`src/hdl/rfd_pkg.sv`:
```
// Package with shared types and constants of the frame deframer.
`timescale 1ns / 1ps
package rfd_pkg;
  localparam logic [7:0] START_BYTE = 8'h02;
  localparam logic [7:0] END_BYTE = 8'h03;
  localparam logic [31:0] MIN_FRAME = 32'd26;
  localparam logic [31:0] MAX_FRAME_LEN = 32'd65535;

  localparam logic [3:0] PH_HUNT = 4'd0;
  localparam logic [3:0] PH_LEN = 4'd1;
  localparam logic [3:0] PH_SEQLEN = 4'd2;
  localparam logic [3:0] PH_SEQ = 4'd3;
  localparam logic [3:0] PH_NAMELEN = 4'd4;
  localparam logic [3:0] PH_NAME = 4'd5;
  localparam logic [3:0] PH_ERRCODE = 4'd6;
  localparam logic [3:0] PH_INFOLEN = 4'd7;
  localparam logic [3:0] PH_INFO = 4'd8;
  localparam logic [3:0] PH_PAYLOAD = 4'd9;
  localparam logic [3:0] PH_CHECK = 4'd10;
  localparam logic [3:0] PH_END = 4'd11;
  localparam logic [3:0] PH_DRAIN = 4'd12;

  localparam logic [2:0] ST_OK = 3'd0;
  localparam logic [2:0] ST_BAD_LEN = 3'd1;
  localparam logic [2:0] ST_EMPTY_SEQ = 3'd2;
  localparam logic [2:0] ST_NAME_LONG = 3'd3;
  localparam logic [2:0] ST_OVERRUN = 3'd4;
  localparam logic [2:0] ST_NO_END = 3'd5;

  localparam int QDEPTH = 2;

  typedef struct packed {
    logic [7:0] frame_byte;
    logic [2:0] segment;
    logic is_payload;
    logic frame_last;
    logic [2:0] status;
    logic [15:0] frame_length;
    logic [31:0] error_value;
  } res_t;
endpackage

```
`src/hdl/rpc_frame_deframer_core.sv`:
```
// Top level of the length-prefixed RPC frame deframer.
`timescale 1ns / 1ps
// Takes one received byte per cycle and passes every frame byte on, one item
// per clock, tagged with its segment; the last byte of a frame carries the
// status, declared length and error code. Bytes outside a frame give no item.
// A two-entry result queue sits between the field walker and the output, so
// input stays ready while one result waits and stalls only when both entries
// are held; each result is registered in the queue before it is delivered.
module rpc_frame_deframer_core (
  input  logic        clk,
  input  logic        rst_n,
  input  logic        in_valid,
  output logic        in_ready,
  input  logic [7:0]  in_rx_byte,
  output logic        out_valid,
  input  logic        out_ready,
  output logic [7:0]  out_frame_byte,
  output logic [2:0]  out_segment,
  output logic        out_is_payload,
  output logic        out_frame_last,
  output logic [2:0]  out_status,
  output logic [15:0] out_frame_length,
  output logic signed [31:0] out_error_value
);
  import rfd_pkg::*;

  res_t fr, qr;
  logic f_valid, q_ready;

  rfd_front u_front (
    .clk(clk), .rst_n(rst_n), .in_valid(in_valid), .in_ready(in_ready),
    .in_rx_byte(in_rx_byte), .res_valid(f_valid), .res_ready(q_ready), .res(fr)
  );

  rfd_queue u_queue (
    .clk(clk), .rst_n(rst_n), .wr_valid(f_valid), .wr_ready(q_ready),
    .wr_data(fr), .rd_valid(out_valid), .rd_ready(out_ready), .rd_data(qr)
  );

  assign out_frame_byte = qr.frame_byte;
  assign out_segment = qr.segment;
  assign out_is_payload = qr.is_payload;
  assign out_frame_last = qr.frame_last;
  assign out_status = qr.status;
  assign out_frame_length = qr.frame_length;
  assign out_error_value = qr.error_value;
endmodule

```
`src/hdl/rfd_front.sv`:
```
// Front end: walks the frame fields and classifies each received byte.
`timescale 1ns / 1ps
module rfd_front (
  input  logic          clk,
  input  logic          rst_n,
  input  logic          in_valid,
  output logic          in_ready,
  input  logic [7:0]    in_rx_byte,
  output logic          res_valid,
  input  logic          res_ready,
  output rfd_pkg::res_t res
);
  import rfd_pkg::*;

  logic [3:0] phase_r, phase_nxt;
  logic [15:0] pos_r, pos_nxt, rem_r, rem_nxt, tot_r, tot_nxt;
  logic [31:0] word_r, word_nxt, err_r, err_nxt;
  logic [2:0] pst_r, pst_nxt;
  logic [31:0] w;
  logic [15:0] pos, rem_dec;
  logic [17:0] need;
  logic fire, emit;
  res_t r;

  assign in_ready = res_ready;
  assign fire = in_valid && in_ready;
  assign w = {word_r[23:0], in_rx_byte};
  assign pos = pos_r + 16'd1;
  assign rem_dec = rem_r - 16'd1;

  always_comb begin
    phase_nxt = phase_r;
    pos_nxt = pos;
    rem_nxt = rem_dec;
    tot_nxt = tot_r;
    word_nxt = w;
    err_nxt = err_r;
    pst_nxt = pst_r;
    emit = 1'b1;
    need = '0;
    r = '0;
    r.frame_byte = in_rx_byte;
    r.segment = 3'd7;
    if (phase_r == PH_HUNT) begin
      pos_nxt = pos_r;
      rem_nxt = rem_r;
      word_nxt = word_r;
      if (in_rx_byte != START_BYTE) begin
        emit = 1'b0;
      end else begin
        pos_nxt = 16'd1;
        tot_nxt = '0;
        err_nxt = '0;
        pst_nxt = ST_OK;
        phase_nxt = PH_LEN;
        rem_nxt = 16'd4;
        word_nxt = '0;
        r.segment = 3'd0;
      end
    end else begin
      unique case (phase_r)
        PH_LEN: begin
          r.segment = 3'd0;
          if (rem_dec == '0) begin
            if (w < MIN_FRAME || w > MAX_FRAME_LEN) begin
              r.frame_last = 1'b1;
              r.status = ST_BAD_LEN;
              r.frame_length = w[15:0];
              phase_nxt = PH_HUNT;
              pos_nxt = '0;
            end else begin
              tot_nxt = w[15:0];
              phase_nxt = PH_SEQLEN;
              rem_nxt = 16'd4;
              word_nxt = '0;
            end
          end
        end
        PH_SEQLEN: begin
          r.segment = 3'd1;
          if (rem_dec == '0) begin
            need = {2'b0, pos} + {2'b0, w[15:0]} + 18'd17;
            if (w == '0) begin
              pst_nxt = ST_EMPTY_SEQ;
              phase_nxt = PH_DRAIN;
            end else if (w[31:16] != '0 || need > {2'b0, tot_r}) begin
              pst_nxt = ST_OVERRUN;
              phase_nxt = PH_DRAIN;
            end else begin
              phase_nxt = PH_SEQ;
              rem_nxt = w[15:0];
            end
          end
        end
        PH_SEQ: begin
          r.segment = 3'd2;
          if (rem_dec == '0) begin
            phase_nxt = PH_NAMELEN;
            rem_nxt = 16'd4;
            word_nxt = '0;
          end
        end
        PH_NAMELEN: begin
          r.segment = 3'd3;
          if (rem_dec == '0) begin
            need = {2'b0, pos} + {2'b0, w[15:0]} + 18'd13;
            if (w > {16'b0, tot_r}) begin
              pst_nxt = ST_NAME_LONG;
              phase_nxt = PH_DRAIN;
            end else if (need > {2'b0, tot_r}) begin
              pst_nxt = ST_OVERRUN;
              phase_nxt = PH_DRAIN;
            end else if (w == '0) begin
              phase_nxt = PH_ERRCODE;
              rem_nxt = 16'd4;
              word_nxt = '0;
            end else begin
              phase_nxt = PH_NAME;
              rem_nxt = w[15:0];
            end
          end
        end
        PH_NAME: begin
          r.segment = 3'd4;
          if (rem_dec == '0) begin
            phase_nxt = PH_ERRCODE;
            rem_nxt = 16'd4;
            word_nxt = '0;
          end
        end
        PH_ERRCODE: begin
          r.segment = 3'd5;
          if (rem_dec == '0) begin
            err_nxt = w;
            phase_nxt = PH_INFOLEN;
            rem_nxt = 16'd4;
            word_nxt = '0;
          end
        end
        PH_INFOLEN: begin
          r.segment = 3'd5;
          if (rem_dec == '0) begin
            need = {2'b0, pos} + {2'b0, w[15:0]} + 18'd5;
            if (w[31:16] != '0 || need > {2'b0, tot_r}) begin
              pst_nxt = ST_OVERRUN;
              phase_nxt = PH_DRAIN;
            end else if (w != '0) begin
              phase_nxt = PH_INFO;
              rem_nxt = w[15:0];
            end else if (tot_r - pos - 16'd5 != '0) begin
              phase_nxt = PH_PAYLOAD;
              rem_nxt = tot_r - pos - 16'd5;
            end else begin
              phase_nxt = PH_CHECK;
              rem_nxt = 16'd4;
              word_nxt = '0;
            end
          end
        end
        PH_INFO: begin
          r.segment = 3'd6;
          if (rem_dec == '0) begin
            if (tot_r - pos - 16'd5 != '0) begin
              phase_nxt = PH_PAYLOAD;
              rem_nxt = tot_r - pos - 16'd5;
            end else begin
              phase_nxt = PH_CHECK;
              rem_nxt = 16'd4;
              word_nxt = '0;
            end
          end
        end
        PH_PAYLOAD: begin
          r.is_payload = 1'b1;
          if (rem_dec == '0) begin
            phase_nxt = PH_CHECK;
            rem_nxt = 16'd4;
            word_nxt = '0;
          end
        end
        PH_CHECK: begin
          if (rem_dec == '0) phase_nxt = PH_END;
        end
        default: begin
          rem_nxt = rem_r;
          word_nxt = word_r;
        end
      endcase
      if (phase_nxt != PH_HUNT && phase_nxt != PH_LEN && pos == tot_r) begin
        r.frame_last = 1'b1;
        r.status = (in_rx_byte != END_BYTE) ? ST_NO_END : pst_nxt;
        r.frame_length = tot_r;
        r.error_value = err_nxt;
        phase_nxt = PH_HUNT;
        pos_nxt = '0;
      end
    end
  end

  assign res_valid = fire && emit;
  assign res = r;

  always_ff @(posedge clk) begin
    if (!rst_n) begin
      phase_r <= PH_HUNT;
      pos_r <= '0;
      rem_r <= '0;
      tot_r <= '0;
      word_r <= '0;
      err_r <= '0;
      pst_r <= ST_OK;
    end else if (fire) begin
      phase_r <= phase_nxt;
      pos_r <= pos_nxt;
      rem_r <= rem_nxt;
      tot_r <= tot_nxt;
      word_r <= word_nxt;
      err_r <= err_nxt;
      pst_r <= pst_nxt;
    end
  end
endmodule

```
`src/hdl/rfd_queue.sv`:
```
// Back end: short result queue that decouples classification from delivery.
`timescale 1ns / 1ps
module rfd_queue (
  input  logic          clk,
  input  logic          rst_n,
  input  logic          wr_valid,
  output logic          wr_ready,
  input  rfd_pkg::res_t wr_data,
  output logic          rd_valid,
  input  logic          rd_ready,
  output rfd_pkg::res_t rd_data
);
  import rfd_pkg::*;

  res_t mem_r [QDEPTH];
  logic wp_r, rp_r;
  logic [1:0] cnt_r;
  logic do_wr, do_rd;

  assign wr_ready = (cnt_r != 2'(QDEPTH));
  assign rd_valid = (cnt_r != '0);
  assign rd_data = mem_r[rp_r];
  assign do_wr = wr_valid && wr_ready;
  assign do_rd = rd_valid && rd_ready;

  always_ff @(posedge clk) begin
    if (do_wr) mem_r[wp_r] <= wr_data;
  end

  always_ff @(posedge clk) begin
    if (!rst_n) begin
      wp_r <= 1'b0;
      rp_r <= 1'b0;
      cnt_r <= '0;
    end else begin
      if (do_wr) wp_r <= ~wp_r;
      if (do_rd) rp_r <= ~rp_r;
      cnt_r <= cnt_r + {1'b0, do_wr} - {1'b0, do_rd};
    end
  end
endmodule

```
`config.mk`:
```
export PLATFORM = sky130hd
export DESIGN_NAME = rpc_frame_deframer_core
export DESIGN_NICKNAME = d
export VERILOG_FILES = /design/src/hdl/rfd_pkg.sv /design/src/hdl/rpc_frame_deframer_core.sv /design/src/hdl/rfd_front.sv /design/src/hdl/rfd_queue.sv
export SDC_FILE = /design/constraint.sdc
export NUM_CORES = 1
export LEC_CHECK = 0
export BUFFER_PORTS_ARGS = -buffer_cell sky130_fd_sc_hd__buf_2
export CORE_MARGIN = 1
export CORE_UTILIZATION = 35
export CTS_BUF_LIST = sky130_fd_sc_hd__clkbuf_2 sky130_fd_sc_hd__clkbuf_4 sky130_fd_sc_hd__clkbuf_8
export DETAILED_ROUTE_END_ITERATION = 8
export GPL_TIMING_DRIVEN = 0
export HOLD_SLACK_MARGIN = 0.08
export SLEW_MARGIN = 15
export SYNTH_ARGS = -nofsm -noshare
export SYNTH_HDL_FRONTEND = slang
export SYNTH_SLANG_ARGS = --single-unit
```
`constraint.sdc`:
```
create_clock -name clk -period 6.6 [get_ports clk]
set_clock_uncertainty 0.1 [all_clocks]
set_input_delay 0.99 -clock clk [delete_from_list [all_inputs] [get_ports clk]]
set_output_delay 0.99 -clock clk [all_outputs]
set_load 0.02 [all_outputs]
```
==> results.sh <==
export IMPL_area_growth_pct=24.0
export IMPL_ys_seq_area_share_pct=38.8
export IMPL_root_buffer="clkbuf_8"
export IMPL_antenna_cells=0
export IMPL_synth_xor_area_share_pct=5.05
export IMPL_fp_row_count=77
export IMPL_grt_pass1_wl_um=81200
export IMPL_first_pass_iters=5
export IMPL_cts_tree="built"
export IMPL_antenna_found_initial=1
export IMPL_hold_viol=0
export IMPL_ys_async_sr_fraction_pct=0
export IMPL_fin_crit_ns=6.62
export IMPL_globalRouteOverflowTotal=0
export IMPL_cts_buffers_inserted=42
export IMPL_synth_simple_area_share_pct=18.6
export IMPL_ff_latch_area_um2=6190
export IMPL_wl_um=54700
export IMPL_ys_flop_type="edfxtp_1"
export IMPL_synthAdderAreaFrac_pct=9.08
export IMPL_wl_met2_um=24500
export IMPL_status="finished with violations"
export IMPL_synthDistinctLibCells=90
export IMPL_grt_pass1_vias=13700
export IMPL_worst_skew_pair_late_latency_ns=0.62
export IMPL_fmaxAchievable_mhz=151
export IMPL_ant_nets=0
export IMPL_dpl_hpwl_um=39100
export IMPL_wl_met1_um=23700
export IMPL_yosysMostFrequentCell="nand2_1"
export IMPL_wl_met3_um=4450
export IMPL_cp_start_kind="flop"
export IMPL_maxCapViolCount=0
export IMPL_top_layer_used="met4"
export IMPL_avgRoutedWirePerCell_um=21.6
export IMPL_rsz0062_at_grt="yes"
export IMPL_yosysWarnings=0
export IMPL_synth_mux_area_share_pct=5.22
export IMPL_worstPathRequired_ns=6.82
export IMPL_synth_top_family_by_area="compound AO/OA/AOI/OAI gates"
export IMPL_fin_nets=2034
export IMPL_tightest_slew_ns=1.13
export IMPL_violations="negative setup slack"
export IMPL_via_per_inst=5.76
export IMPL_slowest_delay_ns=0.39
export IMPL_h_tree_depth=2
export IMPL_start_util_pct=35.7
export IMPL_cts_buffer_depth=3
export IMPL_clock_sinks=244
export IMPL_setup_ws_ns=-0.0177
export IMPL_critical_path_class="reg2reg"
export IMPL_syn_area_per_cell_um2=9.26
export IMPL_slowest_stage="dfxtp_4"
export IMPL_io_buffers=77
export IMPL_synth_commonest_cells="nand2_1, edfxtp_1, dfxtp_1, a21oi_1, ha_1"
export IMPL_finalCritPeriodShare_pct=100
export IMPL_vias=14595
export IMPL_die_h_um=215
export IMPL_multi_input_comb_area_um2=10000
export IMPL_ios=78
export IMPL_coreArea_um2=44500
export IMPL_maxSlewHeadroom_pct=24.1
export IMPL_synthCells=1715
export IMPL_fill_cells=4251
export IMPL_peakVddDrop_mv=0.128
export IMPL_grt_max_degree=39
export IMPL_drtIter0Drc=1146
export IMPL_final_setup_viol_count=2
export IMPL_worstSetupEndpointType="flop"
export IMPL_leakagePower_nw=7.77
export IMPL_synth_top_area_share_pct=24.2
export IMPL_synth_area_top_cells="edfxtp_1, dfxtp_1, ha_1"
export IMPL_path_max_fanout=5
export IMPL_die_w_um=215
export IMPL_track_usage_pct=22.6
export IMPL_synth_compound_area_share_pct=19.3
export IMPL_p_per_area_nw_per_um2=177
export IMPL_path_clk_slew_ns=0.07
export IMPL_syn_area_um2=15900
export IMPL_power_mw=3.48
export IMPL_drc_errors=0
export IMPL_min_path_type="reg2reg"
export IMPL_synthesis_nets=1841
export IMPL_dpl_worst_slack_ns=-1.71
export IMPL_slew_viol_final=0
export IMPL_place_congestion=0.976
export IMPL_synth_edff_count=128
export IMPL_final_core_util_pct=44.2
export IMPL_drive_gt1_share_pct=23.9
export IMPL_synth_top_area_cell="edfxtp_1"
export IMPL_cp_data_arrival_time_ns=6.84
export IMPL_synth_seq_cells=244
export IMPL_die_area_um2=46200
-- cells in the final DEF, fill, tap and decap left out, types with 34 or more instances in the layout --
cell type / instances
o21ai_0: 53
mux2_2: 66
a21oi_1: 101
xnor2_1: 40
a22oi_1: 54
nor2_1: 83
clkbuf_1: 69
a22o_1: 34
edfxtp_1: 128
buf_2: 79
buf_4: 65
ha_1: 102
nand2_1: 179
nand3_1: 41
inv_1: 71
dfxtp_1: 108
clkbuf_8: 49
nor2b_1: 56
-- layout make-up --
cell class | count | share of cell area (%)
Clock inverter | 14 | 0.687
Buffer | 85 | 2.19
Inverter | 73 | 1.39
Sequential cell | 244 | 31.5
Multi-Input combinational cell | 1310 | 51.0
Tap cell | 592 | 3.76
Timing Repair Buffer | 152 | 5.49
Clock buffer | 64 | 4.00
-- cells by family after synthesis --
logic type               count (synthesis)
adder cells (fa/ha/maj)                114
buffers and inverters                  162
XOR/XNOR                                89
multiplexers                            74
AO/OA/AOI/OAI                          455
AND/OR/NAND/NOR                        577
flip-flops                             244
-- registers in the layout, indices dropped and copies added, names as in the netlist, 3 cells and up, named ones only --
register	flops
u_queue.mem_r	128
u_front.err_r	32
u_front.word_r	24
u_front.pos_r	16
u_front.rem_r	16
u_front.tot_r	16
u_front.phase_r	4
u_front.pst_r	3
-- worst max-delay path, delay by kind of cell (launching register included) --
kind / cells / cell delay (ns)
multiplexers: 1 / 0.23
flip-flops: 1 / 0.39
XOR/XNOR: 2 / 0.45
adder cells (fa/ha/maj): 3 / 0.83
AO/OA/AOI/OAI: 9 / 2.08
buffers and inverters: 6 / 0.89
AND/OR/NAND/NOR: 7 / 1.31
-- metrics by stage --
step                      setup TNS (ns)  area (µm²)  cells  hold WS, ns
after floorplan                        0       15900   1715        0.341
after global placement           -337.29       17000   2384        0.356
after detailed placement         -248.64       17100   2387        0.367
after CTS                        -0.0241       18600   2488        0.375
after global routing              -13.48       19700   2534        0.410
final                            -0.0352       19700   2534        0.384
-- where the power goes --
group          switching (mW)  internal, mW  leakage, nW
sequential            0.00351          1.59         2.36
clock                   0.667         0.847        0.488
combinational           0.229         0.145         4.92
-- routing by layer --
layer	vias to the layer above	GRT usage (%)
li1	6773	-
met4	0	8.32
met2	608	35.7
met1	7090	30.4
met3	124	4.42
met5	-	0
-- timing repair --
| action | in CTS | in global routing |
|---|---|---|
| gates resized for setup | 101 | 134 |
| hold buffers | 0 | 0 |
| hold endpoints to repair | 0 | 0 |
| buffers inserted | 24 | 45 |
| pin swaps | 23 | 43 |
| endpoints found under the setup margin | 167 | 166 |
| cloned | 0 | 4 |
-- worst paths after layout --
path | slack, ns | cells after the start | from | endpoint
max | -0.02 | 28 | u_front.pos_r[1] | u_queue.mem_r[1][32]
min | 0.38 | 2 | u_front.pos_r[15] | u_front.pos_r[15]
max reg2reg | -0.02 | 28 | u_front.pos_r[1] | u_queue.mem_r[1][32]
min reg2reg | 0.38 | 2 | u_front.pos_r[15] | u_front.pos_r[15]
No activity file was read; power rests on OpenSTA's default activity.
